`config.mk`:
```
export PLATFORM = sky130hd
export DESIGN_NAME = ticket_cache_with_expiry_top
export DESIGN_NICKNAME = d
export VERILOG_FILES = /design/src/rtl/core/tcwe_pkg.sv /design/src/rtl/core/ticket_cache_with_expiry_top.sv /design/src/rtl/core/tcwe_cell.sv
export VERILOG_INCLUDE_DIRS = /design/src /design/src/rtl/core
export SDC_FILE = /design/constraint.sdc
export NUM_CORES = 2
export LEC_CHECK = 0
export CORE_MARGIN = 2
export CORE_UTILIZATION = 50
export CTS_CLUSTER_SIZE = 16
export DETAILED_ROUTE_END_ITERATION = 8
export DONT_BUFFER_PORTS = 1
export GPL_TIMING_DRIVEN = 1
export SLEW_MARGIN = 20
export SYNTH_ARGS = -nofsm -noshare
export SYNTH_HDL_FRONTEND = slang
export SYNTH_SLANG_ARGS = --single-unit
```
`constraint.sdc`:
```
create_clock -name clk -period 11.1 [get_ports clk]
set_input_delay 0.555 -clock clk [delete_from_list [all_inputs] [get_ports clk]]
set_output_delay 0.555 -clock clk [all_outputs]
set_load 0.03 [all_outputs]
```
`src/rtl/core/assert_macros.svh`:
```
// Assertion helpers shared by the RTL.
`ifndef ASSERT_MACROS_SVH
`define ASSERT_MACROS_SVH

// Property must hold at every clock edge outside reset.
`define TCWE_ASSERT(lbl, clk_s, rst_s, prop) \
  lbl: assert property (@(posedge clk_s) disable iff (rst_s) (prop)) \
    else $error("tcwe assertion failed");

// Condition must never be seen at a clock edge outside reset.
`define TCWE_NEVER(lbl, clk_s, rst_s, cond) \
  lbl: assert property (@(posedge clk_s) disable iff (rst_s) !(cond)) \
    else $error("tcwe forbidden condition seen");

`endif

```
`src/rtl/core/tcwe_pkg.sv`:
```
`timescale 1ns / 1ps
package tcwe_pkg;

  localparam logic REQ_PUT = 1'b0;
  localparam logic REQ_GET = 1'b1;

  localparam logic [31:0] MS_PER_S = 32'd1000;

  typedef struct packed {
    logic        req_type;
    logic [63:0] host_key;
    logic [7:0]  ticket_kind;
    logic [31:0] lifetime_s;
    logic [31:0] now_s;
  } req_t;

  typedef struct packed {
    logic        hit;
    logic        was_expired;
    logic        evicted;
    logic [2:0]  slot_index;
    logic [7:0]  kind_out;
    logic [31:0] age_ms;
  } rsp_t;

  // search token passed from cell to cell
  typedef struct packed {
    logic        active;
    logic        get;
    logic        found;
    logic        expired;
    logic        free_found;
    logic        old_found;
    logic [31:0] age;
    logic [31:0] old_stamp;
    logic [7:0]  kind;
  } tok_t;

  typedef struct packed {
    logic        en;
    logic [63:0] key;
    logic [7:0]  kind;
    logic [31:0] stamp;
    logic [31:0] life;
  } wr_t;

endpackage

```
`src/rtl/core/ticket_cache_with_expiry_top.sv`:
```
// A transaction's result passes through the launch register, the ENTRIES cell
// registers, the finish register and the response register. The search token walks
// the chain of ENTRIES cells one cell per cycle; one transaction is in flight at once.
// Reset (rst, synchronous, active high) empties every slot and drops any transaction
// in flight; the table is usable as soon as reset is released.
`timescale 1ns / 1ps
`include "assert_macros.svh"
module ticket_cache_with_expiry_top #(
  parameter int ENTRIES = 8
) (
  input  logic           clk,
  input  logic           rst,
  input  logic           req_valid,
  output logic           req_ready,
  input  tcwe_pkg::req_t req_data,
  output logic           rsp_valid,
  input  logic           rsp_ready,
  output tcwe_pkg::rsp_t rsp_data
);

  localparam int IDX_W = (ENTRIES > 1) ? $clog2(ENTRIES) : 1;

  logic           busy;
  logic           launch;
  tcwe_pkg::req_t req_q;

  tcwe_pkg::tok_t   tok       [ENTRIES+1];
  logic [IDX_W-1:0] found_idx [ENTRIES+1];
  logic [IDX_W-1:0] free_idx  [ENTRIES+1];
  logic [IDX_W-1:0] old_idx   [ENTRIES+1];
  logic [ENTRIES-1:0] tok_act;
  logic [ENTRIES:0]   tok_busy_vec;

  tcwe_pkg::wr_t    wr;
  logic [IDX_W-1:0] put_slot;
  logic [IDX_W-1:0] res_slot;
  logic [IDX_W+2:0] res_slot_wide;
  tcwe_pkg::tok_t   tl;
  logic             res_hit;

  logic        fin_valid;
  logic        fin_hit;
  logic        fin_exp;
  logic        fin_ev;
  logic [2:0]  fin_slot;
  logic [7:0]  fin_kind;
  logic [31:0] fin_age;
  logic        fin_move;

  assign req_ready = !busy;

  always_comb begin
    tok[0]        = '0;
    tok[0].active = launch;
    tok[0].get    = (req_q.req_type == tcwe_pkg::REQ_GET);
    found_idx[0]  = '0;
    free_idx[0]   = '0;
    old_idx[0]    = '0;
  end

  for (genvar g = 0; g < ENTRIES; g++) begin : g_cell
    tcwe_cell #(
      .IDX_W (IDX_W),
      .IDX   (g)
    ) u_cell (
      .clk           (clk),
      .rst           (rst),
      .host_key      (req_q.host_key),
      .now_s         (req_q.now_s),
      .tok_in        (tok[g]),
      .found_idx_in  (found_idx[g]),
      .free_idx_in   (free_idx[g]),
      .old_idx_in    (old_idx[g]),
      .tok_out       (tok[g+1]),
      .found_idx_out (found_idx[g+1]),
      .free_idx_out  (free_idx[g+1]),
      .old_idx_out   (old_idx[g+1]),
      .wr            (wr),
      .wr_idx        (put_slot)
    );
    assign tok_act[g] = tok[g+1].active;
  end

  assign tok_busy_vec = {launch, tok_act};

  assign tl = tok[ENTRIES];

  always_comb begin
    if (tl.found) begin
      put_slot = found_idx[ENTRIES];
    end else if (tl.free_found) begin
      put_slot = free_idx[ENTRIES];
    end else begin
      put_slot = old_idx[ENTRIES];
    end
  end

  assign wr.en    = tl.active && !tl.get;
  assign wr.key   = req_q.host_key;
  assign wr.kind  = req_q.ticket_kind;
  assign wr.stamp = req_q.now_s;
  assign wr.life  = req_q.lifetime_s;

  assign res_hit       = tl.get && tl.found && !tl.expired;
  assign res_slot      = !tl.get ? put_slot : (tl.found ? found_idx[ENTRIES] : '0);
  assign res_slot_wide = {3'b000, res_slot};

  assign fin_move = fin_valid && (!rsp_valid || rsp_ready);

  always_ff @(posedge clk) begin
    if (rst) begin
      busy      <= 1'b0;
      launch    <= 1'b0;
      fin_valid <= 1'b0;
      rsp_valid <= 1'b0;
    end else begin
      launch <= req_valid && req_ready;
      if (req_valid && req_ready) begin
        busy <= 1'b1;
      end else if (fin_move) begin
        busy <= 1'b0;
      end
      if (tl.active) begin
        fin_valid <= 1'b1;
      end else if (fin_move) begin
        fin_valid <= 1'b0;
      end
      if (fin_move) begin
        rsp_valid <= 1'b1;
      end else if (rsp_ready) begin
        rsp_valid <= 1'b0;
      end
    end
  end

  always_ff @(posedge clk) begin
    if (req_valid && req_ready) begin
      req_q <= req_data;
    end
    if (tl.active) begin
      fin_hit  <= res_hit;
      fin_exp  <= tl.get && tl.found && tl.expired;
      fin_ev   <= !tl.get && !tl.found && !tl.free_found;
      fin_slot <= res_slot_wide[2:0];
      fin_kind <= res_hit ? tl.kind : 8'd0;
      fin_age  <= res_hit ? tl.age : 32'd0;
    end
    if (fin_move) begin
      rsp_data.hit         <= fin_hit;
      rsp_data.was_expired <= fin_exp;
      rsp_data.evicted     <= fin_ev;
      rsp_data.slot_index  <= fin_slot;
      rsp_data.kind_out    <= fin_kind;
      rsp_data.age_ms      <= fin_age * tcwe_pkg::MS_PER_S;
    end
  end

  `TCWE_ASSERT(a_single_token, clk, rst, $onehot0(tok_busy_vec))
  `TCWE_ASSERT(a_accept_when_empty, clk, rst, (req_valid && req_ready) |-> !(fin_valid || (|tok_busy_vec)))
  `TCWE_ASSERT(a_fin_while_busy, clk, rst, fin_valid |-> busy)
  `TCWE_NEVER(a_hit_and_expired, clk, rst, rsp_valid && rsp_data.hit && rsp_data.was_expired)

endmodule

```
`src/rtl/core/tcwe_cell.sv`:
```
`timescale 1ns / 1ps
module tcwe_cell #(
  parameter int IDX_W = 3,
  parameter int IDX   = 0
) (
  input  logic              clk,
  input  logic              rst,
  input  logic [63:0]       host_key,
  input  logic [31:0]       now_s,
  input  tcwe_pkg::tok_t    tok_in,
  input  logic [IDX_W-1:0]  found_idx_in,
  input  logic [IDX_W-1:0]  free_idx_in,
  input  logic [IDX_W-1:0]  old_idx_in,
  output tcwe_pkg::tok_t    tok_out,
  output logic [IDX_W-1:0]  found_idx_out,
  output logic [IDX_W-1:0]  free_idx_out,
  output logic [IDX_W-1:0]  old_idx_out,
  input  tcwe_pkg::wr_t     wr,
  input  logic [IDX_W-1:0]  wr_idx
);

  localparam logic [IDX_W-1:0] MY_IDX = IDX_W'(IDX);

  logic        valid;
  logic [63:0] key;
  logic [31:0] stamp;
  logic [31:0] life;
  logic [7:0]  kind;

  tcwe_pkg::tok_t   tok_next;
  logic [IDX_W-1:0] found_idx_next;
  logic [IDX_W-1:0] free_idx_next;
  logic [IDX_W-1:0] old_idx_next;

  logic        match;
  logic [31:0] age;
  logic        stale;
  logic        wr_here;

  assign match   = valid && (key == host_key);
  assign age     = now_s - stamp;
  assign stale   = age >= life;
  assign wr_here = wr.en && (wr_idx == MY_IDX);

  always_comb begin
    tok_next       = tok_in;
    found_idx_next = found_idx_in;
    free_idx_next  = free_idx_in;
    old_idx_next   = old_idx_in;
    if (!tok_in.found) begin
      if (match) begin
        tok_next.found   = 1'b1;
        tok_next.expired = stale;
        tok_next.age     = age;
        tok_next.kind    = kind;
        found_idx_next   = MY_IDX;
      end else if (valid) begin
        if (!tok_in.old_found || (stamp < tok_in.old_stamp)) begin
          tok_next.old_found = 1'b1;
          tok_next.old_stamp = stamp;
          old_idx_next       = MY_IDX;
        end
      end else if (!tok_in.free_found) begin
        tok_next.free_found = 1'b1;
        free_idx_next       = MY_IDX;
      end
    end
  end

  always_ff @(posedge clk) begin
    if (rst) begin
      valid   <= 1'b0;
      tok_out <= '0;
    end else begin
      tok_out <= tok_next;
      if (wr_here) begin
        valid <= 1'b1;
      end else if (tok_in.active && tok_in.get && !tok_in.found && match && stale) begin
        valid <= 1'b0;
      end
    end
  end

  always_ff @(posedge clk) begin
    found_idx_out <= found_idx_next;
    free_idx_out  <= free_idx_next;
    old_idx_out   <= old_idx_next;
    if (wr_here) begin
      key   <= wr.key;
      kind  <= wr.kind;
      stamp <= wr.stamp;
      life  <= wr.life;
    end
  end

endmodule
```
### Yosys cells after proc, flatten, opt, wreduce, memory -nomap -nowiden

Index checks and enable logic that the tools add are counted.

* magnitude comparators: 15
* muxes and demuxes: 168
* equality and inequality tests: 15
* bitwise logic cells: 3
* $mul: 1
* $add $sub $neg: 8
* reductions and logical operators: 100

Operator list (count)
* $mux 32: 28
* $mux 76: 7
* $eq 64x64->1: 8
* $ge 32x32->1: 8
* $sub 32x32->32: 8
* $lt 32x32->1: 7
* $mux 3: 64
* $mux 8: 7
* $logic_and 1x1->1: 55
* $mux 1: 47
* $mul 32x7->29 const B: 1
* $mux 2: 15
* $reduce_bool 2->1: 11
* $logic_not 1->1: 20
* $eq 3x3->1 const B: 4
* $reduce_or 3->1: 3
* $logic_or 1x1->1: 8
* $eq 3x2->1 const B: 2
* $reduce_or 2->1: 2
* $eq 3x1->1 const B: 1
* $logic_not 3->1: 1
* $not 1->1: 3

* output and inout bits: 48
* bits of input ports: 141
* register bits: 1980
* word-level logic and storage cells: 462

### Depth between registers and ports, before layout

* word-level depth: 6
* depth in mapped cells: 23
* gate-level depth less buffers: 23

### Cells and area by module

Synthesis repeated with hierarchy kept, for this count alone.

* cells, all modules: 9022
* area total of the unflattened synthesis: 102741.0 µm²

Modules (own cells, without submodules)
* tcwe_cell at g_cell[5].u_cell ...: cells an instance 1051, area each 11427.2 µm², times used 2, seq. area each 5845.6 µm²
* tcwe_cell at g_cell[2].u_cell ...: cells an instance 1003, area each 11347.1 µm², times used 2, seq. area each 5845.6 µm²
* tcwe_cell at g_cell[1].u_cell: cells an instance 1074, area each 11584.9 µm², times used 1, seq. area each 5845.6 µm²
* ticket_cache_with_expiry_top: cells an instance 781, area each 11507.3 µm², times used 1, seq. area each 6776.5 µm²
* tcwe_cell at g_cell[7].u_cell: cells an instance 1051, area each 11426.0 µm², times used 1, seq. area each 5845.6 µm²
* tcwe_cell at g_cell[0].u_cell: cells an instance 1003, area each 11338.4 µm², times used 1, seq. area each 5845.6 µm²
* tcwe_cell at g_cell[4].u_cell: cells an instance 1005, area each 11335.9 µm², times used 1, seq. area each 5845.6 µm²

### Worst setup path before layout

Ideal clock, no wire load.

* path type: register to register
* start point: reg g_cell[7].u_cell.tok_out[77] in the netlist's numbering
* end point: reg g_cell[7].u_cell.valid
* slack: 2783 ps
* stages on the path, launching flop included: 5
* buffers on the path: 0
* required time: 11015 ps
* library setup time: 85 ps
* data arrival time: 8233 ps
* clock period less this slack: 8317 ps
* cell sequence: dfxtp_1 > and3b_1 > nand2_1 > nor2_1 > o221a_2

* word-level cells in the longest chain between the ends: 3
* elaborated cells on any way between the ends: 4
* those cells by class: 1 x mux; 3 x reduce/logical

RTL lines
* from (decl): line tcwe_cell.sv:14 `output tcwe_pkg::tok_t tok_out,`
* from (signal assigned): line tcwe_cell.sv:75 `tok_out <= tok_next;`
* $logic_and 1x1->1 *: line ticket_cache_with_expiry_top.sv:98 `assign wr.en = tl.active && !tl.get;`
* $logic_and 1x1->1 *: line tcwe_cell.sv:43 `assign wr_here = wr.en && (wr_idx == MY_IDX);`
* named net g_cell[7].u_cell.wr_here: line tcwe_cell.sv:38 `logic wr_here;`
* $mux 1 or $reduce_bool 2->1 (tied branches)
* to (signal assigned): line tcwe_cell.sv:72 `valid <= 1'b0;`
* to (signal assigned): line tcwe_cell.sv:77 `valid <= 1'b1;`
* to (signal assigned): line tcwe_cell.sv:79 `valid <= 1'b0;`
* to (decl): line tcwe_cell.sv:24 `logic valid;`

The timed path passes the listed nets; every way through them passes the cells marked *.
A chain may end at the register's enable or synchronous reset.

### Final worst setup path

* start point: reg req_q[0] in the netlist's numbering
* end point: reg g_cell[4].u_cell.valid

* word-level cells in the longest chain between the ends: 4

RTL lines
* from (decl): line ticket_cache_with_expiry_top.sv:25 `tcwe_pkg::req_t req_q;`
* from (signal assigned): line ticket_cache_with_expiry_top.sv:138 `req_q <= req_data;`
* $sub 32x32->32: line tcwe_cell.sv:41 `assign age = now_s - stamp;`
* $ge 32x32->1: line tcwe_cell.sv:42 `assign stale = age >= life;`
* $logic_and 1x1->1: line tcwe_cell.sv:78 `end else if (tok_in.active && tok_in.get && !tok_in.found && match && stale) begin`
* $reduce_bool 2->1 (no line)
* to (signal assigned): line tcwe_cell.sv:72
* to (signal assigned): line tcwe_cell.sv:77
* to (signal assigned): line tcwe_cell.sv:79
* to (decl): line tcwe_cell.sv:24

Every way passes these cells.

==> impl_results.md <==
* Slowest Stage Delay on Critical Path at slightly below 0.6 ns
* Post-CTS Setup Bufs at 0
* Gr ovfl total at 0
* Synth top area share at 40.9%
* Placer Congestion at 0.930
* Initial antenna violation count at 28
* Seq cells post-synth at just under 2000
* Crit-path slowest cell: edfxtp_1
* Post-synthesis mux area share at 4.77%
* Worst Path Buf+Inv at 2
* I/O pin cnt at around 190
* Synth Area in Compound Gates at between 8 and 9%
* Initial Util at ~50%
* Max-slew headroom at a little under a quarter
* Drt first pass iters at 5
* Area of the multi-input gates at between 30000 and 40000 um^2
* Setup TNS at 0 ns
* CTS tree: done
* Global Route Usage Sum at about 26%
* Leak at roughly 44 nW
* Mapped Area at just under 100000 um^2
* Post-synth top cells: edfxtp_1, inv_1, ha_1, nor2_1, dfxtp_1
* H-Tree Depth at 4
* Top-count cell post-synth: edfxtp_1
* Max Fanout on Critical Path at 9
* PD cells at between 100 and 150 nW/um^2
* Fin nets at approximately 9500
* # rows at 160
* HPWL Detailed at around 180000 um
* Worst-path clk slew at around 0.060 ns
* Global-route wire length before repair at between 300000 and 400000 um
* Status: finished clean
* Fmax at about 160 MHz
* Worst Tran Pin Value at roughly 1.2 ns
* MaxCap Viol Count at 0
* Clk sinks at between 1500 and 2000
* Main combinational cell family by area after synthesis: adder cells
* Core area at roughly 190000 um^2
* Period utilization at 55.0%
* Port bufs at 0
* Num CTS Buffers at about 200
* Ys Warns at 0
* Fin. Hold Viols at 0
* Final wirelength at approximately 260000 um
* Setup Crit Path Kind: reg2reg
* Unrepaired setup endpoints after global routing: false
* CP required at between 10 and 15 ns
* Syn Inst Count at between 8000 and 9000
* Pin count of the biggest net entering global routing at approximately 210
* Pwr Total at ~16 mW
* Flop2flop setup slack at around 5 ns
* Clock Tree Root: clkbuf_16
* Worst setup SP type: register
* Sequence of cells on the critical path: inv_1, ha_1, inv_1, fa_1, a21o_1, a21oi_1, o21ai_1, a31oi_1, nand3b_1, a311o_1, a31oi_1, xnor2_1, ha_1, nand3_1, nor2_1, nand2_1, nor3_1, a2111oi_0, o221ai_1, o221ai_1, a21oi_1, a41oi_1, o21a_1
* Critical path's top delay family: compound AO/OA/AOI/OAI gates
* Die area at slightly below 200000 um^2
* Synth-to-layout area growth at 12.5%
* Final Max Tran Viols at 0
* Post-synth cell types at approximately 100
* Minimum clock period at around 6.1 ns
* Setup-failing EPs final at 0
* Top cell type by total area after synthesis: edfxtp_1
* Crit end category: register
* Crit path DAT at about 6.9 ns
* Antenna viol nets, final at 0
* Register area share after synthesis at a little over half
* DR vias/cell at between 5 and 6
* Vias in the first global route at ~62000
* Die H at 443 um
* Main area contributors after synthesis: edfxtp_1, dfxtp_1, ha_1
* Die Span X at 443 um
* Max Buffers Root-to-Sink at 3
* Wire length per cell at about 23 um
* Primary FF master, synth: edfxtp_1
* Number of synthesized flops with an enable pin at 1311
* Final core utilization at a little under three fifths
* Register Area at between 50000 and 60000 um^2
* # fillers at about 16000
* Avg Cell Area, Syn at approximately 12 um^2
* Synth Area in XOR/XNOR at between 6 and 7%
* Vias at slightly above 60000
* Synth Area in Simple Gates at roughly a tenth
* Clock skew at about 0.052 ns
* Initial DRC count at approximately 5200
* Detailed-route DRC error count at 0
* Async set or reset register ratio after synthesis at 0%
* Post-synthesis adder-cell area fraction at about an eighth
* Worst-skew pair later-pin latency at about 0.86 ns
* Hold WC Path Type: in2reg
* Cts hold-fix bufs at 144
* Worst vdd ir at ~0.00017 V
* Cts repair resizes at 0
* Share of post-route cells with drive strength above 1 at 6.58%
sequential cells by signal, summed over array words and instances, names as in the netlist, 29 cells and up:
name and cells:
fin_age 29, g_cell.u_cell.key 512, g_cell.u_cell.kind 64, g_cell.u_cell.life 256, g_cell.u_cell.stamp 256, g_cell.u_cell.tok_out 567, req_q 137, rsp_data 43
layout make-up:
cell class | instances | share of cell area, %
antenna | 15 | 0.0347
tap | 2511 | 2.90
sequential | 1941 | 48.0
inverter | 977 | 3.39
multi-input combinational | 5053 | 36.6
clock inverter | 113 | 1.33
clock buffer | 271 | 5.33
timing repair buffer | 278 | 2.36
worst paths after layout:
kind | cells after the start | from | end
worst max-delay path | 23 | req_q[0]$_DFFE_PP_ | g_cell[4].u_cell.valid$_SDFFE_PP0P_
worst min-delay path | 3 | rst | g_cell[0].u_cell.tok_out[40]$_SDFF_PP0_
worst min register to register | 1 | g_cell[5].u_cell.old_idx_out[1]$_DFF_P_ | g_cell[6].u_cell.old_idx_out[1]$_DFF_P_
worst max register to register | 23 | req_q[0]$_DFFE_PP_ | g_cell[4].u_cell.valid$_SDFFE_PP0P_
power by group:
| group | switching [mW] | internal [mW] |
|---|---|---|
| clock | 2.96 | 4.22 |
| combinational | 0.683 | 0.405 |
| sequential | 0.0611 | 7.75 |
cells by family after synthesis:
logic type	count (synthesis)
AOI/OAI and AO/OA	1199
xor gates and xnor gates	697
adders and majority gates	876
buffers and inverters	1192
DFF	1941
muxes	458
other	1
and+or+nand+nor	1820
worst min-delay path, cell delays in order:
cell	delay, ns
clkinv_1	0.06
nand2_1	0.29
nor2_1	0.08
cells in the final DEF, fill, tap and decap left out, types with 63 or more instances in the layout:
cell type	synthesis	final
clkbuf_16	0	209
inv_1	967	966
nand4_1	146	146
dlygate4sd3_1	0	140
edfxtp_1	1311	1311
buf_4	14	131
nor4_1	155	151
xnor2_1	268	268
xor2_1	429	429
nor2b_1	120	118
ha_1	777	777
nor2_1	728	718
nor3_1	86	85
a21oi_1	322	321
nand2b_1	93	93
dfxtp_1	630	629
nand2_1	178	178
and2_1	63	63
mux2i_1	452	452
o21ai_0	166	166
nand3_1	78	77
fa_1	99	99
a21o_1	286	285
stage by stage:
stage,area [um^2],hold slack [ns],std cells,worst slack [ns]
2_1_floorplan,96200,0.386,8186,2.78
3_3_place_gp,99400,0.394,10615,5.12
3_5_place_dp,99400,0.396,10615,5.04
4_1_cts,108000,0.145,11143,5.00
5_1_grt,108000,0.203,11146,4.49
6_report,108000,0.210,11159,4.99
layer usage:
metal	up-vias	GRT usage [%]	share of wire (%)
li1	29467	-	-
met5	-	0	0
met2	1715	40.5	44
met1	29964	37.4	47
met4	0	8.63	3.4
met3	348	3.00	5.5
Note: power is estimated with default switching activity, not from simulation.
